`src/rtl/core/batch_load_deframer_defines.svh`:
```
// ---------------------------------------------------------------------------
// batch_load_deframer_defines.svh
// Assertion macros for the batch load deframer.
// ---------------------------------------------------------------------------
`ifndef BATCH_LOAD_DEFRAMER_DEFINES_SVH
`define BATCH_LOAD_DEFRAMER_DEFINES_SVH
`ifndef SYNTHESIS
// check under reset as well
`define BLD_ASSERT(lbl, clk, prop, msg) \
   lbl: assert property (@(posedge clk) prop) else $error(msg);
// check only outside reset
`define BLD_ASSERT_RUN(lbl, clk, rst, prop, msg) \
   lbl: assert property (@(posedge clk) disable iff (rst) prop) else $error(msg);
`else
`define BLD_ASSERT(lbl, clk, prop, msg)
`define BLD_ASSERT_RUN(lbl, clk, rst, prop, msg)
`endif
`endif

```
`src/rtl/core/bld_pkg.sv`:
```
// ---------------------------------------------------------------------------
// bld_pkg
// Shared types and constants of the batch load deframer.
// ---------------------------------------------------------------------------
`default_nettype none
package bld_pkg;

   localparam int MAX_BLOCKS_DEF    = 128;
   localparam int MAX_BLOCK_LEN_DEF = 65536;

   localparam int QUEUE_DEPTH = 2;
   localparam int QPTR_W      = $clog2(QUEUE_DEPTH);
   localparam int QCNT_W      = $clog2(QUEUE_DEPTH + 1);

   localparam logic [1:0] KIND_WRITE  = 2'd0;
   localparam logic [1:0] KIND_DESC   = 2'd1;
   localparam logic [1:0] KIND_ACCEPT = 2'd2;
   localparam logic [1:0] KIND_REJECT = 2'd3;

   localparam logic [1:0] CSR_DEST_BASE    = 2'd0;
   localparam logic [1:0] CSR_TOTAL_LEN    = 2'd1;
   localparam logic [1:0] CSR_SCRATCH_BASE = 2'd2;
   localparam logic [1:0] CSR_SCRATCH_LEN  = 2'd3;

   typedef struct packed {
      logic [1:0]  out_kind;
      logic [31:0] mem_addr;
      logic [7:0]  mem_data;
      logic [31:0] blk_src;
      logic [16:0] blk_wire_len;
      logic [31:0] blk_dst;
      logic [16:0] blk_raw_len;
      logic [6:0]  blk_index;
      logic        load_done;
      logic        last;
   } rsp_type;

   // one accepted item: one result, or a write followed by a descriptor
   typedef struct packed {
      logic    two;
      rsp_type r0;
      rsp_type r1;
   } entry_type;

endpackage
`default_nettype wire

```
`src/rtl/core/batch_load_deframer.sv`:
```
// ---------------------------------------------------------------------------
// batch_load_deframer
// Batched load stream parser emitting memory writes, descriptors, verdicts.
// ---------------------------------------------------------------------------
//  channel  dir  handshake              payload
//  req      in   req_valid/req_ready    req_type, req_rx_byte
//  rsp      out  rsp_valid/rsp_ready    rsp_out_kind .. rsp_last
//  csr      in   csr_wr_en              csr_index, csr_wdata
//
//  One byte is parsed per cycle while the queue is not full; each result is
//  registered in the queue. A byte ending a stored compressed block gives two
//  results, a write and then a descriptor, which share one entry of the two-entry queue.
//  Synchronous reset clears all framing state and the queue.
//  req_ready drops only while the queue is full.
// ---------------------------------------------------------------------------
`default_nettype none
`include "batch_load_deframer_defines.svh"
module batch_load_deframer #(
   parameter int MAX_BLOCKS    = bld_pkg::MAX_BLOCKS_DEF,
   parameter int MAX_BLOCK_LEN = bld_pkg::MAX_BLOCK_LEN_DEF
) (
   input  logic        clock,
   input  logic        reset,
   input  logic        csr_wr_en,
   input  logic [1:0]  csr_index,
   input  logic [31:0] csr_wdata,
   input  logic        req_valid,
   output logic        req_ready,
   input  logic        req_type,
   input  logic [7:0]  req_rx_byte,
   output logic        rsp_valid,
   input  logic        rsp_ready,
   output logic [1:0]  rsp_out_kind,
   output logic [31:0] rsp_mem_addr,
   output logic [7:0]  rsp_mem_data,
   output logic [31:0] rsp_blk_src,
   output logic [16:0] rsp_blk_wire_len,
   output logic [31:0] rsp_blk_dst,
   output logic [16:0] rsp_blk_raw_len,
   output logic [6:0]  rsp_blk_index,
   output logic        rsp_load_done,
   output logic        rsp_last
);

   logic               push, pop, q_full, q_empty;
   bld_pkg::entry_type push_entry, head;
   bld_pkg::rsp_type   rsp;

   assign req_ready = !q_full;

   bld_front #(
      .MAX_BLOCKS    (MAX_BLOCKS),
      .MAX_BLOCK_LEN (MAX_BLOCK_LEN)
   ) u_front (
      .clock       (clock),
      .reset       (reset),
      .csr_wr_en   (csr_wr_en),
      .csr_index   (csr_index),
      .csr_wdata   (csr_wdata),
      .req_valid   (req_valid),
      .req_type    (req_type),
      .req_rx_byte (req_rx_byte),
      .q_full      (q_full),
      .push        (push),
      .push_entry  (push_entry)
   );

   bld_queue u_queue (
      .clock      (clock),
      .reset      (reset),
      .push       (push),
      .push_entry (push_entry),
      .pop        (pop),
      .full       (q_full),
      .empty      (q_empty),
      .head       (head)
   );

   bld_back u_back (
      .clock     (clock),
      .reset     (reset),
      .empty     (q_empty),
      .head      (head),
      .rsp_ready (rsp_ready),
      .rsp_valid (rsp_valid),
      .rsp       (rsp),
      .pop       (pop)
   );

   assign rsp_out_kind     = rsp.out_kind;
   assign rsp_mem_addr     = rsp.mem_addr;
   assign rsp_mem_data     = rsp.mem_data;
   assign rsp_blk_src      = rsp.blk_src;
   assign rsp_blk_wire_len = rsp.blk_wire_len;
   assign rsp_blk_dst      = rsp.blk_dst;
   assign rsp_blk_raw_len  = rsp.blk_raw_len;
   assign rsp_blk_index    = rsp.blk_index;
   assign rsp_load_done    = rsp.load_done;
   assign rsp_last         = rsp.last;

   `BLD_ASSERT(a_reset_empty, clock, reset |=> !rsp_valid, "results after reset")
   `BLD_ASSERT_RUN(a_empty_ready, clock, reset, !rsp_valid |-> req_ready,
                   "stall with empty queue")
   `BLD_ASSERT_RUN(a_verdict_last, clock, reset,
                   (rsp_valid && (rsp_out_kind == bld_pkg::KIND_ACCEPT ||
                                  rsp_out_kind == bld_pkg::KIND_REJECT)) |-> rsp_last,
                   "verdict not last")
   `BLD_ASSERT_RUN(a_desc_last, clock, reset,
                   (rsp_valid && rsp_out_kind == bld_pkg::KIND_DESC) |-> rsp_last,
                   "descriptor not last")

endmodule
`default_nettype wire

```
`src/rtl/core/bld_front.sv`:
```
// ---------------------------------------------------------------------------
// bld_front
// Byte parser: tracks the batch framing, checks limits and builds results.
// ---------------------------------------------------------------------------
`default_nettype none
module bld_front #(
   parameter int MAX_BLOCKS    = bld_pkg::MAX_BLOCKS_DEF,
   parameter int MAX_BLOCK_LEN = bld_pkg::MAX_BLOCK_LEN_DEF
) (
   input  logic                clock,
   input  logic                reset,
   input  logic                csr_wr_en,
   input  logic [1:0]          csr_index,
   input  logic [31:0]         csr_wdata,
   input  logic                req_valid,
   input  logic                req_type,
   input  logic [7:0]          req_rx_byte,
   input  logic                q_full,
   output logic                push,
   output bld_pkg::entry_type  push_entry
);

   localparam int BW = $clog2(MAX_BLOCK_LEN + 1);
   localparam int CW = $clog2(MAX_BLOCKS + 1);
   localparam logic [33:0] OFF_CAP = 34'h1_0000_0000;

   typedef enum logic [2:0] {
      PH_IDLE, PH_TYPE, PH_WLEN, PH_RLEN, PH_DATA, PH_SUM, PH_DRAIN
   } phase_type;

   typedef enum logic [1:0] {BT_OTHER, BT_U, BT_C} btype_type;

   logic [31:0] dest_base_ff, total_len_ff, scratch_base_ff, scratch_len_ff;

   phase_type   phase_ff, phase_in;
   logic [BW-1:0] bc_ff, bc_in, bc_inc;
   btype_type   btype_ff, btype_in;
   logic [31:0] wire_ff, wire_in, raw_ff, raw_in;
   logic [32:0] dest_ff, dest_in, commit_ff, commit_in, scr_ff, scr_in;
   logic [CW-1:0] cnt_ff, cnt_in;
   logic        ok_ff, ok_in;
   logic [31:0] rsum_ff, rsum_in, rcv_ff, rcv_in;

   logic        fire, do_type, do_header, finish;
   logic        have_w, have_d, have_v, v_acc;
   logic [31:0] shifted, raw_new, rcv_new, raw_eff, wbase;
   logic [33:0] dend, dsum, send;
   logic [32:0] commit_eff;
   bld_pkg::rsp_type res_w, res_d, res_v;

   always_ff @(posedge clock) begin
      if (reset) begin
         dest_base_ff    <= '0;
         total_len_ff    <= '0;
         scratch_base_ff <= '0;
         scratch_len_ff  <= '0;
      end else if (csr_wr_en) begin
         case (csr_index)
            bld_pkg::CSR_DEST_BASE:    dest_base_ff    <= csr_wdata;
            bld_pkg::CSR_TOTAL_LEN:    total_len_ff    <= csr_wdata;
            bld_pkg::CSR_SCRATCH_BASE: scratch_base_ff <= csr_wdata;
            bld_pkg::CSR_SCRATCH_LEN:  scratch_len_ff  <= csr_wdata;
            default: ;
         endcase
      end
   end

   always_comb begin
      fire    = req_valid && !q_full;
      shifted = 32'(req_rx_byte) << {bc_ff[1:0], 3'b000};
      raw_new = raw_ff | shifted;
      rcv_new = rcv_ff | shifted;
      bc_inc  = bc_ff + BW'(1);

      phase_in = phase_ff;  bc_in = bc_ff;      btype_in = btype_ff;
      wire_in  = wire_ff;   raw_in = raw_ff;    dest_in = dest_ff;
      commit_in = commit_ff; scr_in = scr_ff;   cnt_in = cnt_ff;
      ok_in    = ok_ff;     rsum_in = rsum_ff;  rcv_in = rcv_ff;

      do_type = 1'b0; do_header = 1'b0; finish = 1'b0;
      have_w = 1'b0;  have_d = 1'b0;    have_v = 1'b0; v_acc = 1'b0;
      raw_eff = raw_ff;

      if (fire) begin
         if (req_type) begin
            if (phase_ff == PH_DRAIN) begin
               have_v   = 1'b1;
               phase_in = PH_IDLE;
            end
         end else begin
            case (phase_ff)
               PH_IDLE: begin
                  // start a batch only while the load is not complete
                  if (commit_ff < {1'b0, total_len_ff}) begin
                     dest_in = commit_ff;
                     scr_in  = '0;
                     cnt_in  = '0;
                     ok_in   = 1'b1;
                     rsum_in = '0;
                     do_type = 1'b1;
                  end
               end
               PH_TYPE: do_type = 1'b1;
               PH_WLEN: begin
                  wire_in = wire_ff | shifted;
                  bc_in   = bc_inc;
                  if (bc_ff[1:0] == 2'd3) begin
                     bc_in    = '0;
                     phase_in = PH_RLEN;
                  end
               end
               PH_RLEN: begin
                  raw_in  = raw_new;
                  raw_eff = raw_new;
                  bc_in   = bc_inc;
                  if (bc_ff[1:0] == 2'd3)
                     do_header = 1'b1;
               end
               PH_DATA: begin
                  rsum_in = rsum_ff + 32'(req_rx_byte);
                  have_w  = ok_ff;
                  bc_in   = bc_inc;
                  if (32'(bc_inc) >= wire_ff)
                     finish = 1'b1;
               end
               PH_SUM: begin
                  rcv_in = rcv_new;
                  bc_in  = bc_inc;
                  if (bc_ff[1:0] == 2'd3) begin
                     have_v   = 1'b1;
                     v_acc    = ok_ff && (rcv_new == rsum_ff);
                     phase_in = PH_IDLE;
                  end
               end
               PH_DRAIN: ;
               default: phase_in = PH_IDLE;
            endcase
         end
      end

      if (do_type) begin
         bc_in = '0;
         if (req_rx_byte == 8'h45) begin
            rcv_in   = '0;
            phase_in = PH_SUM;
         end else begin
            btype_in = (req_rx_byte == 8'h55) ? BT_U :
                       (req_rx_byte == 8'h43) ? BT_C : BT_OTHER;
            wire_in  = '0;
            raw_in   = '0;
            phase_in = PH_WLEN;
         end
      end

      dend = {1'b0, dest_ff} + {2'b00, raw_new};
      send = {1'b0, scr_ff} + {2'b00, wire_ff};
      if (do_header) begin
         if (wire_ff > 32'(MAX_BLOCK_LEN) || raw_new > 32'(MAX_BLOCK_LEN) ||
             btype_ff == BT_OTHER) begin
            ok_in    = 1'b0;
            phase_in = PH_DRAIN;
         end else begin
            if (btype_ff == BT_U) begin
               if (wire_ff != raw_new || dend > {2'b00, total_len_ff})
                  ok_in = 1'b0;
            end else begin
               if (cnt_ff >= CW'(MAX_BLOCKS) || send > {2'b00, scratch_len_ff} ||
                   dend > {2'b00, total_len_ff})
                  ok_in = 1'b0;
            end
            bc_in = '0;
            if (wire_ff == '0)
               finish = 1'b1;
            else
               phase_in = PH_DATA;
         end
      end

      dsum = {1'b0, dest_ff} + {2'b00, raw_eff};
      if (finish) begin
         if (btype_ff == BT_C && ok_in) begin
            have_d = 1'b1;
            scr_in = send[32:0];
            cnt_in = cnt_ff + CW'(1);
         end
         dest_in  = (dsum > OFF_CAP) ? OFF_CAP[32:0] : dsum[32:0];
         phase_in = PH_TYPE;
      end

      commit_eff = v_acc ? dest_ff : commit_ff;
      if (have_v)
         commit_in = commit_eff;
   end

   always_comb begin
      wbase = (btype_ff == BT_U) ? dest_base_ff + dest_ff[31:0]
                                 : scratch_base_ff + scr_ff[31:0];

      res_w          = '0;
      res_w.out_kind = bld_pkg::KIND_WRITE;
      res_w.mem_addr = wbase + 32'(bc_ff);
      res_w.mem_data = req_rx_byte;

      res_d              = '0;
      res_d.out_kind     = bld_pkg::KIND_DESC;
      res_d.blk_src      = scratch_base_ff + scr_ff[31:0];
      res_d.blk_wire_len = wire_ff[16:0];
      res_d.blk_dst      = dest_base_ff + dest_ff[31:0];
      res_d.blk_raw_len  = raw_eff[16:0];
      res_d.blk_index    = 7'(32'(cnt_ff));
      res_d.last         = 1'b1;

      res_v           = '0;
      res_v.out_kind  = v_acc ? bld_pkg::KIND_ACCEPT : bld_pkg::KIND_REJECT;
      res_v.load_done = commit_eff >= {1'b0, total_len_ff};
      res_v.last      = 1'b1;

      push_entry.two = have_w && have_d;
      push_entry.r1  = res_d;
      if (have_w) begin
         push_entry.r0      = res_w;
         push_entry.r0.last = !have_d;
      end else if (have_d) begin
         push_entry.r0 = res_d;
      end else begin
         push_entry.r0 = res_v;
      end
      push = have_w || have_d || have_v;
   end

   always_ff @(posedge clock) begin
      if (reset) begin
         phase_ff  <= PH_IDLE;
         bc_ff     <= '0;
         btype_ff  <= BT_OTHER;
         wire_ff   <= '0;
         raw_ff    <= '0;
         dest_ff   <= '0;
         commit_ff <= '0;
         scr_ff    <= '0;
         cnt_ff    <= '0;
         ok_ff     <= 1'b1;
         rsum_ff   <= '0;
         rcv_ff    <= '0;
      end else begin
         phase_ff  <= phase_in;
         bc_ff     <= bc_in;
         btype_ff  <= btype_in;
         wire_ff   <= wire_in;
         raw_ff    <= raw_in;
         dest_ff   <= dest_in;
         commit_ff <= commit_in;
         scr_ff    <= scr_in;
         cnt_ff    <= cnt_in;
         ok_ff     <= ok_in;
         rsum_ff   <= rsum_in;
         rcv_ff    <= rcv_in;
      end
   end

endmodule
`default_nettype wire

```
`src/rtl/core/bld_queue.sv`:
```
// ---------------------------------------------------------------------------
// bld_queue
// Short queue of parsed entries between the parser and the result stage.
// ---------------------------------------------------------------------------
`default_nettype none
module bld_queue (
   input  logic               clock,
   input  logic               reset,
   input  logic               push,
   input  bld_pkg::entry_type push_entry,
   input  logic               pop,
   output logic               full,
   output logic               empty,
   output bld_pkg::entry_type head
);

   bld_pkg::entry_type mem [bld_pkg::QUEUE_DEPTH];

   logic [bld_pkg::QPTR_W-1:0] wr_ff, wr_in, rd_ff, rd_in;
   logic [bld_pkg::QCNT_W-1:0] cnt_ff, cnt_in;

   assign full  = cnt_ff == bld_pkg::QCNT_W'(bld_pkg::QUEUE_DEPTH);
   assign empty = cnt_ff == '0;
   assign head  = mem[rd_ff];

   always_comb begin
      wr_in  = push ? wr_ff + bld_pkg::QPTR_W'(1) : wr_ff;
      rd_in  = pop  ? rd_ff + bld_pkg::QPTR_W'(1) : rd_ff;
      cnt_in = cnt_ff + bld_pkg::QCNT_W'(push) - bld_pkg::QCNT_W'(pop);
   end

   always_ff @(posedge clock) begin
      if (push)
         mem[wr_ff] <= push_entry;
   end

   always_ff @(posedge clock) begin
      if (reset) begin
         wr_ff  <= '0;
         rd_ff  <= '0;
         cnt_ff <= '0;
      end else begin
         wr_ff  <= wr_in;
         rd_ff  <= rd_in;
         cnt_ff <= cnt_in;
      end
   end

endmodule
`default_nettype wire

```
`src/rtl/core/bld_back.sv`:
```
// ---------------------------------------------------------------------------
// bld_back
// Result stage: presents queued results one transfer at a time.
// ---------------------------------------------------------------------------
`default_nettype none
module bld_back (
   input  logic               clock,
   input  logic               reset,
   input  logic               empty,
   input  bld_pkg::entry_type head,
   input  logic               rsp_ready,
   output logic               rsp_valid,
   output bld_pkg::rsp_type   rsp,
   output logic               pop
);

   logic sel_ff, sel_in;

   always_comb begin
      rsp_valid = !empty;
      rsp       = sel_ff ? head.r1 : head.r0;
      // retire the entry after its final result is transferred
      pop       = rsp_valid && rsp_ready && (sel_ff || !head.two);
      sel_in    = sel_ff;
      if (rsp_valid && rsp_ready)
         sel_in = !pop;
   end

   always_ff @(posedge clock) begin
      if (reset)
         sel_ff <= 1'b0;
      else
         sel_ff <= sel_in;
   end

endmodule
`default_nettype wire

```
`config.mk`:
```
export PLATFORM = sky130hd
export DESIGN_NAME = batch_load_deframer
export DESIGN_NICKNAME = d
export VERILOG_FILES = /design/src/rtl/core/bld_pkg.sv /design/src/rtl/core/batch_load_deframer.sv /design/src/rtl/core/bld_front.sv /design/src/rtl/core/bld_queue.sv /design/src/rtl/core/bld_back.sv
export VERILOG_INCLUDE_DIRS = /design/src /design/src/rtl/core
export SDC_FILE = /design/constraint.sdc
export NUM_CORES = 2
export LEC_CHECK = 0
export ABC_AREA = 1
export BUFFER_PORTS_ARGS = -buffer_cell sky130_fd_sc_hd__clkbuf_2
export CAP_MARGIN = 20
export CORE_MARGIN = 3
export CORE_UTILIZATION = 40
export CTS_BUF_LIST = sky130_fd_sc_hd__clkbuf_8
export DETAILED_ROUTE_END_ITERATION = 16
export PLACE_DENSITY = 0.54
export SETUP_SLACK_MARGIN = 0.3
export SYNTH_ARGS = -nofsm -noshare
export SYNTH_HDL_FRONTEND = slang
export SYNTH_HIERARCHICAL = 1
export SYNTH_SLANG_ARGS = --single-unit
export TNS_END_PERCENT = 5
```
`constraint.sdc`:
```
create_clock -name clock -period 26.4 [get_ports clock]
set_input_delay 5.28 -clock clock [delete_from_list [all_inputs] [get_ports clock]]
set_output_delay 5.28 -clock clock [all_outputs]
set_load 0.1 [all_outputs]
```
==> summary.txt <==
Outcome
  • Status: finished clean

STA
  • Final worst path period share: 0.5423
  • Final setup violation count: 0
  • Fin. max-slew vios: 0
  • FMAX: 69.85 MHz
  • Final Skew: 62.80 ps
  • Rel. slew slack: 0.2122
  • RSZ-0062 raised after global routing: false
  • Tmin final: 14320 ps
  • Setup WS post-layout: 12080 ps
  • Worst Tran Pin Value: 1169 ps
  • Endpoints failing hold: 0
  • Setup_tns: 0 ps

Power
  • P per Cell Area: 52.40 nW/um^2
  • Leakage power: 27.85 nW
  • Peak supply drop: 0.04028 mV

Final layout
  • Layout area overhead: 10.11%
  • # fillers: 14511
  • Layout cells sized above 1: 0.1181
  • Fin util: 0.4443
  • Nets@finish: 7380
  • Non-Filler Instances: 9059
  • Post-route cell area: 63900 sq um

Place
  • GPL Wtd Cong: 0.9762
  • Post-Place Setup Slack: 11370 ps
  • Placed instance count: 8715
  • # port buffers: 198
  • Placed Area: 60400 sq um
  • HPWL after DPL: 156100 um

Logic synthesis
  • Asr flop ratio synth: 0
  • Yosys top cell by area: edfxtp_1
  • Ys flop type: edfxtp_1
  • Synth Cell Area: 58030 sq um
  • Area contributors post-synth: edfxtp_1, dfxtp_1, nand2_1
  • Number of enable flip-flop cells after synthesis: 598
  • Avg Synthesized Cell Area: 8.553 sq um
  • Sequential-to-total area share from yosys stat: 0.4447
  • Share of the synthesized area in the top cell type: 0.3094
  • Netlist cell types: 61
  • Synth Instances: 6785
  • FF+latch count, synth: 990
  • Syn. warnings: 6

Routing
  • Initial drt markers: 4390
  • Routed wire per std cell: 22.80 um
  • First-pass DRT Iterations: 5
  • Remaining antenna violation count: 0
  • Vias: 47813
  • DRC Markers: 0
  • Drt total wl: 206600 um
  • Vias/cell: 5.278

CTS
  • Clock-pin slew on the worst setup and hold paths: 50 ps
  • TritonCTS buffer count: 175
  • # H-tree levels: 4
  • Cts repair resizes: 0
  • CTS Hold Bufs: 0
  • Worst-Skew Late Latency: 950 ps
  • CTS Sinks: 990
  • Clock Tree Root: clkbuf_8
  • Post-CTS setup buffer count: 0
  • Clock tree buffer depth: 3
  • CTS tree: built

Critical path
  • CP Class: in2reg
  • Req. time, crit path: 26910 ps
  • Critical Path Sink Type: flop
  • FF-to-FF Start: u_front/bc_ff[0]
  • Worst Path Arrival: 14830 ps
  • CP Launch Point: req_rx_byte[0]
  • CP Max Fanout: 78
  • Critical-path top delay cell: buf_4
  • Startpoint class of the critical path: input port
  • Worst path most repeated cell: nand2_1
  • Max stage delay on crit path: 810 ps

Global route
  • Initial antenna violation count: 28
  • All-Layer GR Usage: 0.2697
  • GR Overflow Total: 0
  • Vias in the first global route: 45731
  • Largest net degree at the start of global routing: 117
  • First-pass GRT wire length: 301100 um

Floorplan
  • Core ar.: 143800 sq um
  • Initial core utilization: 0.4035
  • Die width: 386.9 um
  • Die Area: 149700 sq um
  • Row cnt: 139
  • Die H: 386.9 um
  • I/O pins: 199

Flow run
  • Max-Cap Viols: 0

Worst hold path
  • Hold_sp: u_front/scratch_base_ff[11]
  • Worst Hold Class: reg2reg
==> state kept, by name, summed over array words and instances (netlist names), 17 cells and up, named ones only <==
| name | cells |
|---|---|
| u_front/bc_ff | 17 |
| u_front/wire_ff | 32 |
| u_front/rsum_ff | 32 |
| u_front/rcv_ff | 32 |
| u_front/dest_base_ff | 32 |
| u_front/scratch_len_ff | 32 |
| u_front/scr_ff | 33 |
| u_front/dest_ff | 33 |
| u_front/scratch_base_ff | 32 |
| u_front/commit_ff | 33 |
| u_queue/mem | 598 |
| u_front/total_len_ff | 32 |
| u_front/raw_ff | 32 |
==> through the flow <==
stage / hold slack (ps) / power (mW)
floorplan: 428.0 / 1.861
global placement: 438.1 / 1.970
detailed placement: 441.0 / 1.971
CTS: 451.5 / 3.383
global route: 474.5 / 3.484
finish: 450.5 / 3.348
==> worst max-delay path, delay by kind of cell <==
kind                     cells  cell delay [ps]
buffers and inverters        8             3160
XOR/XNOR                     1              130
adder cells (fa/ha/maj)      3              970
AND/OR/NAND/NOR             19             3770
AO/OA/AOI/OAI                4             1250
==> final timing paths <==
path                                               endpoint  slack [ps]  cells after the start
worst min register to register  u_front/scratch_base_ff[11]         450                      2
worst max-delay path                    u_queue/mem[0][160]       12080                     35
worst min-delay path            u_front/scratch_base_ff[11]         450                      2
worst max register to register          u_queue/mem[0][160]       15740                     35
==> routing by layer <==
layer / wire length (um) / part of all wire / track usage
met5: 61 / 0.00030 / 0
met4: 8918 / 0.043 / 0.1187
met2: 90780 / 0.44 / 0.4161
met1: 93510 / 0.45 / 0.3733
met3: 13280 / 0.064 / 0.04362
==> final cells by class <==
cell class	instances	area [sq um]	area share
Antenna cell	18	45.04	0.0007049
Clock buffer	197	2711	0.04243
Clock inverter	127	716.9	0.01122
Inverter	742	2798	0.04378
Multi-Input combinational cell	4817	27900	0.4367
Sequential cell	990	25810	0.4039
Tap cell	1903	2381	0.03726
Timing Repair Buffer	265	1534	0.02401
==> logic make-up (layout without fill, tap and decap cells) <==
group                    Yosys count  after routing  synth area share
AND/OR/NAND/NOR                 2782           2782            0.1964
AO/OA/AOI/OAI                   1147           1147            0.1060
buffers and inverters           1037           1331           0.07917
flip-flops                       990            990            0.4447
adder cells (fa/ha/maj)          341            341           0.07443
multiplexers                     299            299           0.07095
XOR/XNOR                         187            187           0.02822
other                              2             79         0.0001294
==> cells in the final DEF, fill, tap and decap left out, types with 26 or more instances in the layout <==
cell type | Yosys | layout
clkbuf_8 | 0 | 197
nor4_1 | 31 | 30
o21ai_0 | 405 | 404
buf_4 | 93 | 63
mux2_2 | 99 | 99
a21oi_1 | 569 | 569
inv_1 | 732 | 791
xor2_1 | 136 | 136
nor3_1 | 85 | 85
a21o_1 | 30 | 30
nand2_1 | 1519 | 1518
conb_1 | 2 | 61
mux2_4 | 200 | 200
nor2_1 | 748 | 744
nand3_1 | 243 | 241
xnor2_1 | 51 | 51
clkbuf_2 | 0 | 198
o21bai_1 | 26 | 26
clkinv_1 | 6 | 33
ha_1 | 334 | 334
dfxtp_1 | 392 | 390
edfxtp_1 | 598 | 598
nand4_1 | 98 | 98
==> synth_stat cells, drive strengths merged (86+ instances only) <==
library cell and instances:
nand4 99, nor3 86, clkbuf 108, edfxtp 598, xor2 136, a21oi 569, nand3 248, o21ai 407
nor2 750, nand2 1525, ha 334, mux2 299, dfxtp 392, inv 736, buf 187
==> report_power, final <==
group / switching (mW) / internal [mW] / leakage [nW]
clock: 0.681 / 0.721 / 1.98
sequential: 0.0226 / 1.65 / 8.67
combinational: 0.202 / 0.0764 / 17.2
total: 0.905 / 2.44 / 27.9
Note: power is estimated with default switching activity, not from simulation.
